## src/design/crfd_pkg.sv

```systemverilog
package crfd_pkg;

  localparam int unsigned RING_SLOTS = 8;
  localparam int unsigned SLOT_W     = $clog2(RING_SLOTS);

  localparam logic [15:0] RING_LIMIT = 16'd8000;
  localparam logic [13:0] LONG_OFS   = 14'd2500;
  localparam logic [11:0] LAT_OFS    = 12'd1023;
  localparam logic [14:0] RECIP5     = 15'd13108;  // ceil(2^16 / 5)

  localparam int unsigned CFG_W = 11;
  localparam logic [1:0] CFG_SECTOR_WIDTH = 2'd0;
  localparam logic [1:0] CFG_RING_NODE    = 2'd1;
  localparam logic [1:0] CFG_OBJECT_ID    = 2'd2;

  localparam logic [9:0]  SECTOR_WIDTH_RST = 10'd3;
  localparam logic [6:0]  RING_NODE_RST    = 7'h20;
  localparam logic [10:0] OBJECT_ID_RST    = 11'h60B;

  localparam logic [2:0] SECT_FWD       = 3'd0;
  localparam logic [2:0] SECT_RIGHT     = 3'd1;
  localparam logic [2:0] SECT_REAR      = 3'd4;
  localparam logic [2:0] SECT_LEFT      = 3'd7;
  localparam logic [2:0] CLS_MAX        = 3'd4;

  typedef enum logic [2:0] {
    ST_IDLE,
    ST_RING,
    ST_SECT,
    ST_OBJ_A,
    ST_OBJ_B
  } state_e;

  typedef struct packed {
    logic       done;
    logic [2:0] first;
    logic [2:0] second;
    logic       in_width;
  } sect_status_t;

  // Lateral offset field of an object frame, offset removed.
  function automatic logic signed [11:0] lat_of(input logic [63:0] bytes);
    logic [11:0] raw;
    raw = {1'b0, bytes[18:16], bytes[31:24]};
    return $signed(raw - LAT_OFS);
  endfunction

endpackage

```

## src/design/crfd_sector.sv

```systemverilog
module crfd_sector (
  input  logic                      clk_i,
  input  logic                      rst_ni,
  input  logic                      start_i,
  input  logic signed [11:0]        lat_i,
  input  logic [9:0]                width_i,
  output crfd_pkg::sect_status_t    status_o
);

  logic        run_q, run_d;
  logic [2:0]  cls_q, cls_d;
  logic [10:0] alat_q;
  logic        neg_q;
  logic [9:0]  w_q;
  logic [12:0] mult;
  logic        pass;
  logic [2:0]  first;

  // Multiple of the width checked at each step: 1, 4, 6, 8.
  always_comb begin
    case (cls_q[1:0])
      2'd0:    mult = {3'b000, w_q};
      2'd1:    mult = {1'b0, w_q, 2'b00};
      2'd2:    mult = {1'b0, w_q, 2'b00} + {2'b00, w_q, 1'b0};
      default: mult = {w_q, 3'b000};
    endcase
    pass = (cls_q != crfd_pkg::CLS_MAX) && ({2'b00, alat_q} >= mult);
  end

  always_comb begin
    run_d = run_q;
    cls_d = cls_q;
    if (start_i) begin
      run_d = 1'b1;
      cls_d = '0;
    end else if (run_q) begin
      if (pass) begin
        cls_d = cls_q + 3'd1;
      end else begin
        run_d = 1'b0;
      end
    end
  end

  always_ff @(posedge clk_i or negedge rst_ni) begin
    if (!rst_ni) begin
      run_q <= 1'b0;
      cls_q <= '0;
    end else begin
      run_q <= run_d;
      cls_q <= cls_d;
    end
  end

  always_ff @(posedge clk_i) begin
    if (start_i) begin
      alat_q <= lat_i[11] ? 11'(-lat_i) : lat_i[10:0];
      neg_q  <= lat_i[11];
      w_q    <= (width_i == '0) ? 10'd1 : width_i;
    end
  end

  always_comb begin
    case (cls_q)
      3'd0:    first = crfd_pkg::SECT_FWD;
      3'd1:    first = neg_q ? 3'd7 : 3'd1;
      3'd2:    first = neg_q ? 3'd6 : 3'd2;
      3'd3:    first = neg_q ? 3'd5 : 3'd3;
      default: first = crfd_pkg::SECT_REAR;
    endcase
  end

  assign status_o.done     = run_q && !pass;
  assign status_o.first    = first;
  assign status_o.second   = (alat_q > {1'b0, w_q}) ?
                             (neg_q ? crfd_pkg::SECT_LEFT : crfd_pkg::SECT_RIGHT) :
                             crfd_pkg::SECT_FWD;
  assign status_o.in_width = (cls_q == 3'd0);

endmodule

```

## src/design/can_radar_frame_decoder_top.sv

```systemverilog
// Decodes received CAN frames from a ring radar and an object radar. Frames whose
// source node (identifier bits 6..0) matches the ring node feed a three-frame
// assembler; the third frame of a set yields eight distance items in centimetres,
// one per cycle while the output is not stalled, slot 0 first. A frame whose full
// identifier matches the object frame identifier, unless it completes a ring set,
// yields two sector-write items. The block drops tready after accepting a frame
// that yields items and keeps it low until they are in the output register. An
// object frame first takes one to five steps of the shared lateral-offset
// comparator; an ignored or intermediate frame leaves tready high.
module can_radar_frame_decoder_top (
  input  logic        clk_i,
  input  logic        rst_ni,
  input  logic        cfg_wr_en_i,
  input  logic [1:0]  cfg_index_i,
  input  logic [10:0] cfg_data_i,
  input  logic        s_axis_tvalid,
  output logic        s_axis_tready,
  input  logic [95:0] s_axis_tdata,  // frame_id, frame_bytes, zero pad
  output logic        m_axis_tvalid,
  input  logic        m_axis_tready,
  // slot, distance, object_number, long_pos, lat_pos, long_speed, lat_speed,
  // motion_class, cross_section, within_width, zero pad
  output logic [87:0] m_axis_tdata,
  output logic        m_axis_tuser,  // kind
  output logic        m_axis_tlast   // last
);

  localparam int unsigned SW = crfd_pkg::SLOT_W;

  logic [9:0]  sector_width_q;
  logic [6:0]  ring_node_q;
  logic [10:0] object_id_q;

  crfd_pkg::state_e state_q, state_d;
  logic [SW-1:0] slot_q, slot_d;
  logic [1:0]  phase_q, phase_d, phase_eff;
  logic [15:0] dist_q [crfd_pkg::RING_SLOTS];
  logic [15:0] dist_d [crfd_pkg::RING_SLOTS];
  logic [63:0] frame_q;
  logic [11:0] quot_q;

  logic [28:0] in_id;
  logic [63:0] in_bytes;
  logic        accept, node_hit, obj_hit, ring_done, sect_start;

  logic        out_valid_q, out_free;
  logic        out_kind_q, out_last_q, out_within_q;
  logic [2:0]  out_slot_q;
  logic [17:0] out_dist_q;
  logic [7:0]  out_objnum_q, out_cross_q;
  logic [13:0] out_long_q;
  logic [11:0] out_lat_q;
  logic [9:0]  out_vlong_q;
  logic [8:0]  out_vlat_q;
  logic [2:0]  out_motion_q;
  logic        load_ring, load_obj;

  logic signed [13:0] lp;
  logic signed [11:0] lat;
  logic [9:0]  vl;
  logic [8:0]  vt;
  logic [12:0] lp_mag;
  logic [27:0] lp_prod;
  logic [15:0] ring_r;
  logic [17:0] ring_cm;

  crfd_pkg::sect_status_t sect;

  assign in_id    = s_axis_tdata[28:0];
  assign in_bytes = s_axis_tdata[92:29];
  assign accept   = s_axis_tvalid && s_axis_tready;
  assign s_axis_tready = (state_q == crfd_pkg::ST_IDLE);

  // Configuration
  always_ff @(posedge clk_i or negedge rst_ni) begin
    if (!rst_ni) begin
      sector_width_q <= crfd_pkg::SECTOR_WIDTH_RST;
      ring_node_q    <= crfd_pkg::RING_NODE_RST;
      object_id_q    <= crfd_pkg::OBJECT_ID_RST;
    end else if (cfg_wr_en_i) begin
      case (cfg_index_i)
        crfd_pkg::CFG_SECTOR_WIDTH: sector_width_q <= cfg_data_i[9:0];
        crfd_pkg::CFG_RING_NODE:    ring_node_q    <= cfg_data_i[6:0];
        crfd_pkg::CFG_OBJECT_ID:    object_id_q    <= cfg_data_i;
        default: ;
      endcase
    end
  end

  // Ring assembler
  assign node_hit  = (in_id[6:0] == ring_node_q);
  assign obj_hit   = (in_id == {18'd0, object_id_q});
  assign phase_eff = (phase_q == 2'd0 && in_bytes[7:0] == 8'd1) ? 2'd1 : phase_q;
  assign ring_done = node_hit && (phase_eff == 2'd3);

  always_comb begin
    for (int i = 0; i < crfd_pkg::RING_SLOTS; i++) begin
      dist_d[i] = dist_q[i];
    end
    phase_d = phase_q;
    if (accept && node_hit) begin
      case (phase_eff)
        2'd1: begin
          dist_d[0] = in_bytes[47:32];
          dist_d[1] = {8'd0, in_bytes[55:48]};
        end
        2'd2: begin
          dist_d[1] = {dist_q[1][15:8] + in_bytes[7:0], dist_q[1][7:0]};
          dist_d[2] = in_bytes[23:8];
          dist_d[3] = in_bytes[39:24];
          dist_d[4] = in_bytes[55:40];
        end
        2'd3: begin
          dist_d[5] = in_bytes[15:0];
          dist_d[6] = in_bytes[31:16];
          dist_d[7] = in_bytes[47:32];
        end
        default: ;
      endcase
      phase_d = (phase_eff == 2'd0 || phase_eff == 2'd3) ? 2'd0 : phase_eff + 2'd1;
    end
  end

  always_ff @(posedge clk_i or negedge rst_ni) begin
    if (!rst_ni) begin
      phase_q <= '0;
      for (int i = 0; i < crfd_pkg::RING_SLOTS; i++) begin
        dist_q[i] <= '0;
      end
    end else begin
      phase_q <= phase_d;
      for (int i = 0; i < crfd_pkg::RING_SLOTS; i++) begin
        dist_q[i] <= dist_d[i];
      end
    end
  end

  // Sector search
  assign sect_start = accept && !ring_done && obj_hit;

  crfd_sector u_sector (
    .clk_i    (clk_i),
    .rst_ni   (rst_ni),
    .start_i  (sect_start),
    .lat_i    (crfd_pkg::lat_of(in_bytes)),
    .width_i  (sector_width_q),
    .status_o (sect)
  );

  // Object fields from the held frame
  assign lp  = $signed({1'b0, frame_q[15:8], frame_q[23:19]} - crfd_pkg::LONG_OFS);
  assign lat = crfd_pkg::lat_of(frame_q);
  assign vl  = {frame_q[39:32], frame_q[47:46]} - 10'd512;
  assign vt  = {frame_q[45:40], frame_q[55:53]} - 9'd256;
  assign lp_mag  = lp[13] ? 13'(-lp) : lp[12:0];
  assign lp_prod = 28'(lp_mag) * 28'(crfd_pkg::RECIP5);

  always_ff @(posedge clk_i) begin
    if (accept) begin
      frame_q <= in_bytes;
    end
    if (state_q == crfd_pkg::ST_SECT) begin
      quot_q <= lp_prod[27:16];
    end
  end

  // Ring distance in centimetres
  assign ring_r  = dist_q[slot_q];
  assign ring_cm = (ring_r >= crfd_pkg::RING_LIMIT) ? 18'd0 :
                   ({2'b00, ring_r} << 3) + ({2'b00, ring_r} << 1);

  // Sequencer
  assign out_free = !out_valid_q || m_axis_tready;

  always_comb begin
    state_d   = state_q;
    slot_d    = slot_q;
    load_ring = 1'b0;
    load_obj  = 1'b0;
    case (state_q)
      crfd_pkg::ST_IDLE: begin
        slot_d = '0;
        if (accept) begin
          if (ring_done) begin
            state_d = crfd_pkg::ST_RING;
          end else if (obj_hit) begin
            state_d = crfd_pkg::ST_SECT;
          end
        end
      end
      crfd_pkg::ST_RING: begin
        if (out_free) begin
          load_ring = 1'b1;
          slot_d    = slot_q + SW'(1);
          if (slot_q == SW'(crfd_pkg::RING_SLOTS - 1)) begin
            state_d = crfd_pkg::ST_IDLE;
          end
        end
      end
      crfd_pkg::ST_SECT: begin
        if (sect.done) begin
          state_d = crfd_pkg::ST_OBJ_A;
        end
      end
      crfd_pkg::ST_OBJ_A: begin
        if (out_free) begin
          load_obj = 1'b1;
          state_d  = crfd_pkg::ST_OBJ_B;
        end
      end
      crfd_pkg::ST_OBJ_B: begin
        if (out_free) begin
          load_obj = 1'b1;
          state_d  = crfd_pkg::ST_IDLE;
        end
      end
      default: state_d = crfd_pkg::ST_IDLE;
    endcase
  end

  always_ff @(posedge clk_i or negedge rst_ni) begin
    if (!rst_ni) begin
      state_q     <= crfd_pkg::ST_IDLE;
      slot_q      <= '0;
      out_valid_q <= 1'b0;
    end else begin
      state_q <= state_d;
      slot_q  <= slot_d;
      if (load_ring || load_obj) begin
        out_valid_q <= 1'b1;
      end else if (m_axis_tready) begin
        out_valid_q <= 1'b0;
      end
    end
  end

  // Output register
  always_ff @(posedge clk_i) begin
    if (load_ring) begin
      out_kind_q   <= 1'b0;
      out_slot_q   <= 3'(slot_q);
      out_dist_q   <= ring_cm;
      out_objnum_q <= '0;
      out_long_q   <= '0;
      out_lat_q    <= '0;
      out_vlong_q  <= '0;
      out_vlat_q   <= '0;
      out_motion_q <= '0;
      out_cross_q  <= '0;
      out_within_q <= 1'b0;
      out_last_q   <= (slot_q == SW'(crfd_pkg::RING_SLOTS - 1));
    end else if (load_obj) begin
      out_kind_q   <= 1'b1;
      out_slot_q   <= (state_q == crfd_pkg::ST_OBJ_A) ? sect.first : sect.second;
      out_dist_q   <= lp[13] ? 18'(-{6'd0, quot_q}) : {6'd0, quot_q};
      out_objnum_q <= frame_q[7:0];
      out_long_q   <= lp;
      out_lat_q    <= lat;
      out_vlong_q  <= vl;
      out_vlat_q   <= vt;
      out_motion_q <= frame_q[50:48];
      out_cross_q  <= {~frame_q[63], frame_q[62:56]};
      out_within_q <= sect.in_width;
      out_last_q   <= (state_q == crfd_pkg::ST_OBJ_B);
    end
  end

  assign m_axis_tvalid = out_valid_q;
  assign m_axis_tuser  = out_kind_q;
  assign m_axis_tlast  = out_last_q;
  assign m_axis_tdata  = {2'b00, out_within_q, out_cross_q, out_motion_q, out_vlat_q,
                          out_vlong_q, out_lat_q, out_long_q, out_objnum_q, out_dist_q,
                          out_slot_q};

`ifndef SYNTHESIS
  a_ring_last_slot: assert property (@(posedge clk_i) disable iff (!rst_ni)
    m_axis_tvalid && m_axis_tlast && !m_axis_tuser |-> m_axis_tdata[2:0] == 3'd7)
    else $error("ring item marked last on a slot other than the final one");

  a_ring_emit_phase: assert property (@(posedge clk_i) disable iff (!rst_ni)
    state_q == crfd_pkg::ST_RING |-> phase_q == 2'd0)
    else $error("ring items emitted while the assembler is mid-set");

  a_within_forward: assert property (@(posedge clk_i) disable iff (!rst_ni)
    m_axis_tvalid && m_axis_tuser && m_axis_tdata[85] |-> m_axis_tdata[2:0] == 3'd0)
    else $error("object inside sector width written to a side sector");

  a_ring_result_zero: assert property (@(posedge clk_i) disable iff (!rst_ni)
    m_axis_tvalid && !m_axis_tuser |-> m_axis_tdata[85:21] == '0)
    else $error("ring item carries object fields");
`endif

endmodule

```

## config.mk

```make
export PLATFORM = sky130hd
export DESIGN_NAME = can_radar_frame_decoder_top
export DESIGN_NICKNAME = d
export VERILOG_FILES = /design/src/design/crfd_pkg.sv /design/src/design/crfd_sector.sv /design/src/design/can_radar_frame_decoder_top.sv
export SDC_FILE = /design/constraint.sdc
export NUM_CORES = 1
export LEC_CHECK = 0
export BUFFER_PORTS_ARGS = -buffer_cell sky130_fd_sc_hd__buf_2
export CAP_MARGIN = 40
export CORE_MARGIN = 5
export CORE_UTILIZATION = 54
export CTS_BUF_LIST = sky130_fd_sc_hd__clkbuf_4 sky130_fd_sc_hd__clkbuf_8
export DETAILED_ROUTE_END_ITERATION = 10
export GPL_ROUTABILITY_DRIVEN = 0
export GPL_TIMING_DRIVEN = 1
export PLACE_DENSITY_LB_ADDON = 0.15
export REMOVE_ABC_BUFFERS = 1
export SKIP_CTS_REPAIR_TIMING = 1
export SYNTH_ARGS = -nofsm -noshare
export SYNTH_HDL_FRONTEND = slang
export SYNTH_HIERARCHICAL = 1
export SYNTH_SLANG_ARGS = --single-unit
```

## constraint.sdc

```tcl
create_clock -name clk_i -period 19.79 [get_ports clk_i]
set_input_delay 2.9685 -clock clk_i [delete_from_list [all_inputs] [get_ports clk_i]]
set_output_delay 2.9685 -clock clk_i [all_outputs]
set_load 0.05 [all_outputs]
```

==> qor.txt <==
Drt pass-1 iters -> 5
Share of cells above drive strength 1 -> 0.249
Switch share -> 0.345
Die footprint -> 40900 um^2
Ys flop type -> dfrtp_1
Hold Path Origin -> frame_q[3]$_DFFE_PP_
Reg-to-Reg End -> quot_q[9]$_DFFE_PN_
Maximum root-to-sink buffer count -> 3
Slew headroom -> 0.396
EDFF count, synth -> 117
Number of H-tree levels -> 2
Layout net count -> 2346
Rows -> 70
Post-route setup TNS -> 0 ns
CTS Buf Count -> 58
Total of max-cap violations -> 0
Crit path DAT -> 7.61 ns
Flop pwr share -> 0.343
Clock Skew -> 0.0389 ns
Startpoint types -> register
Register area share after synthesis -> 0.454
Via count -> 14.5k
IO Pins -> 206
Initial antenna violation count -> 5
Async set-reset flop share out of synthesis -> 0.480
Share of the synthesized area in the top cell type -> 0.202
Clock power share -> 0.286
End of the worst hold path -> out_objnum_q[3]$_SDFFE_PP0P_
Vias in the first global route -> 14.8k
Die Ht -> 202 um
Reg2reg path depth -> 23
Kind of critical path -> reg -> reg
First-pass GRT wire length -> 78700 um
P_leak -> 10.8 nW
Crit path time final -> 7.23 ns
Yosys warnings -> 6
CTS Sinks -> 352
Core area -> 36500 um^2
Die width -> 202 um
Post-Syn Area per Cell -> 10.9 um^2
CTS tree -> done
Number of synthesized register bits -> 352
CP Max Fanout -> 17
Initial Utilization -> 0.547
Total power -> 2.42 mW
Slew Viols, Final -> 0
Setup-failing EPs final -> 0
RSZ-0062 raised after global routing -> no
Pwr/cell area -> 106 nW/um^2
Cell Area, Synth -> 20000 um^2
Clock latency on the worst-skew pair -> 0.66 ns
Peak supply drop -> 0.000111 V
DR WL/cell -> 19.5 um
Layout area overhead -> 14.2%
Largest net degree at the start of global routing -> 96
Total grt overflow -> 0
Slew at the pin closest to its max-slew limit -> 0.905 ns
Clock transition at path regs -> 0.06 ns
Reg2reg start -> frame_q[21]$_DFFE_PP_
Net Sw Power -> 0.834 mW
Register-to-Register Setup Slack -> 12.56 ns
Cell accounting for the most synthesized area -> dfrtp_1
Max Freq -> 138 MHz
Root Driver -> clkbuf_8
Largest cells by area after synthesis -> dfrtp_1, edfxtp_1, ha_1
Final ANT Viol Nets -> 0
Final count of hold timing violations -> 0
GRT Util Overall -> 0.241
Yosys cell types -> 89
Port Buf Inserts -> 200
Tcrit/Tclk final -> 0.366
Post-route DRC -> 0
Critical Path RT -> 20.17 ns
DP HPWL -> 36800 um
Via-to-Cell Ratio -> 5.67
Combinational Power Share -> 0.371
Crit. End Element -> register
Status -> finished clean
HP Class -> reg -> reg
Final wirelength -> 49800 um
Detailed router's first-iteration violation count -> 887
WHS Path Cells -> 2
Synth Instances -> 1833
Pint -> 1.58 mW
==> cell type report <==
cell class / count / area, um^2
Antenna cell: 2 / 5.00
Clock buffer: 88 / 1110
Clock inverter: 21 / 181
Fill cell: 2942 / 13700
Inverter: 147 / 552
Multi-Input combinational cell: 1254 / 10100
Sequential cell: 352 / 9070
Tap cell: 468 / 586
Timing Repair Buffer: 219 / 1240
==> sequential cells by signal, indices dropped and copies added (netlist names), 7 cells and up <==
name and count:
object_id_q 11, u_sector/w_q 10, quot_q 11, out_lat_q 12, out_objnum_q 8, out_vlong_q 10, sector_width_q 10, dist_q 128
out_vlat_q 9, u_sector/alat_q 11, out_cross_q 8, out_dist_q 18, ring_node_q 7, out_long_q 14, frame_q 62
==> cells in the final DEF (no fill, tap or decap), drive strengths merged, types with 10 or more instances in the layout <==
cell type / count
dfxtp: 66
mux2: 113
xnor2: 64
mux4: 32
nand2: 290
o31ai: 10
nor3: 22
ha: 156
a21o: 13
xor2: 43
nor2: 66
buf: 219
a21oi: 44
nand3: 89
o21ai: 81
edfxtp: 117
clkbuf: 88
nand4: 11
a22o: 11
nor4: 14
fa: 44
inv: 149
clkinv: 16
dfrtp: 161
==> logic make-up (layout without fill, tap and decap cells) <==
kind of cell,Yosys count,in the layout,share of synthesized area
and+or+nand+nor,556,556,0.128
DFF,352,352,0.454
AOI/OAI and AO/OA,236,236,0.0800
buffers and inverters,228,475,0.0448
adders and majority gates,200,200,0.142
muxes,153,153,0.104
xor gates and xnor gates,107,107,0.0473
other,1,4,0.000188
==> power by group through the flow <==
stage	registers (mW)	logic [mW]	clock network, mW
after CTS	0.829	0.913	0.711
after global placement	0.842	0.866	0
after floorplan	0.839	0.661	0
after detailed placement	0.843	0.890	0
final	0.829	0.896	0.691
after global routing	0.831	1.04	0.746
==> worst max-delay path: stages, from the launching register on <==
cell,delay (ns)
edfxtp_1,0.57
nor4_4,0.42
o21ai_2,0.15
a21o_1,0.41
nor2_1,0.21
xor2_1,0.23
inv_1,0.17
ha_1,0.31
inv_1,0.08
fa_1,0.48
inv_1,0.05
fa_1,0.52
fa_1,0.55
inv_1,0.06
fa_1,0.53
inv_1,0.04
ha_1,0.29
a21o_1,0.20
a2111oi_0,0.39
a21boi_1,0.41
o31ai_1,0.20
a41o_1,0.32
or2_1,0.23
xor2_1,0.14
==> cells in the mapped netlist, types with 5 or more instances <==
master	instances
dfxtp_1	66
a22o_1	11
xor2_1	42
o21a_1	6
o31ai_1	8
nor3_1	22
xnor2_1	64
o21ai_0	77
and2_1	5
nand3b_1	5
edfxtp_1	117
mux2i_1	8
or2_2	6
ha_1	156
mux2_2	111
nor4_1	12
buf_1	10
a21oi_1	43
nand4_1	10
a31oi_1	8
o22ai_1	7
and3_1	8
nand2b_1	7
dfrtp_1	161
inv_1	145
o21bai_1	7
fa_1	44
buf_2	14
nor3b_1	8
clkbuf_1	52
a21o_1	13
nand3_1	89
a211oi_1	6
mux4_2	32
or3_1	5
nor2_1	65
dfstp_2	8
nand2_1	290
==> how the worst max path moves through the flow <==
stage | from | end | slack, ns | cells after the start
CTS | frame_q[21]$_DFFE_PP_ | quot_q[9]$_DFFE_PN_ | 12.57 | 23
finish | frame_q[21]$_DFFE_PP_ | quot_q[9]$_DFFE_PN_ | 12.56 | 23
floorplan | s_axis_tvalid | dist_q[0]$_DFFE_PN0P_ | 12.44 | 5
global placement | frame_q[21]$_DFFE_PP_ | quot_q[9]$_DFFE_PN_ | 12.70 | 23
detailed placement | frame_q[21]$_DFFE_PP_ | quot_q[9]$_DFFE_PN_ | 12.59 | 23
global route | frame_q[21]$_DFFE_PP_ | quot_q[9]$_DFFE_PN_ | 12.18 | 23
==> stage by stage <==
step / utilization / std cells / instance area [um^2] / hold WS, ns / worst slack, ns
after global routing: 0.625 / 2551 / 22800 / 0.443 / 12.18
final: 0.625 / 2551 / 22800 / 0.426 / 12.56
after CTS: 0.625 / 2549 / 22800 / 0.431 / 12.57
after floorplan: - / 1753 / 19600 / 0.408 / 12.44
after detailed placement: 0.589 / 2440 / 21500 / 0.416 / 12.59
after global placement: 0.586 / 2435 / 21400 / 0.411 / 12.70
==> layer usage <==
layer,wire length [um],vias to the layer above,global-route usage
met5,34,-,0
met4,1110,4,0.0672
met3,2970,79,0.0468
met2,23900,385,0.400
met1,21800,7170,0.327
li1,-,6814,-
(Power assumes the default switching activity.)
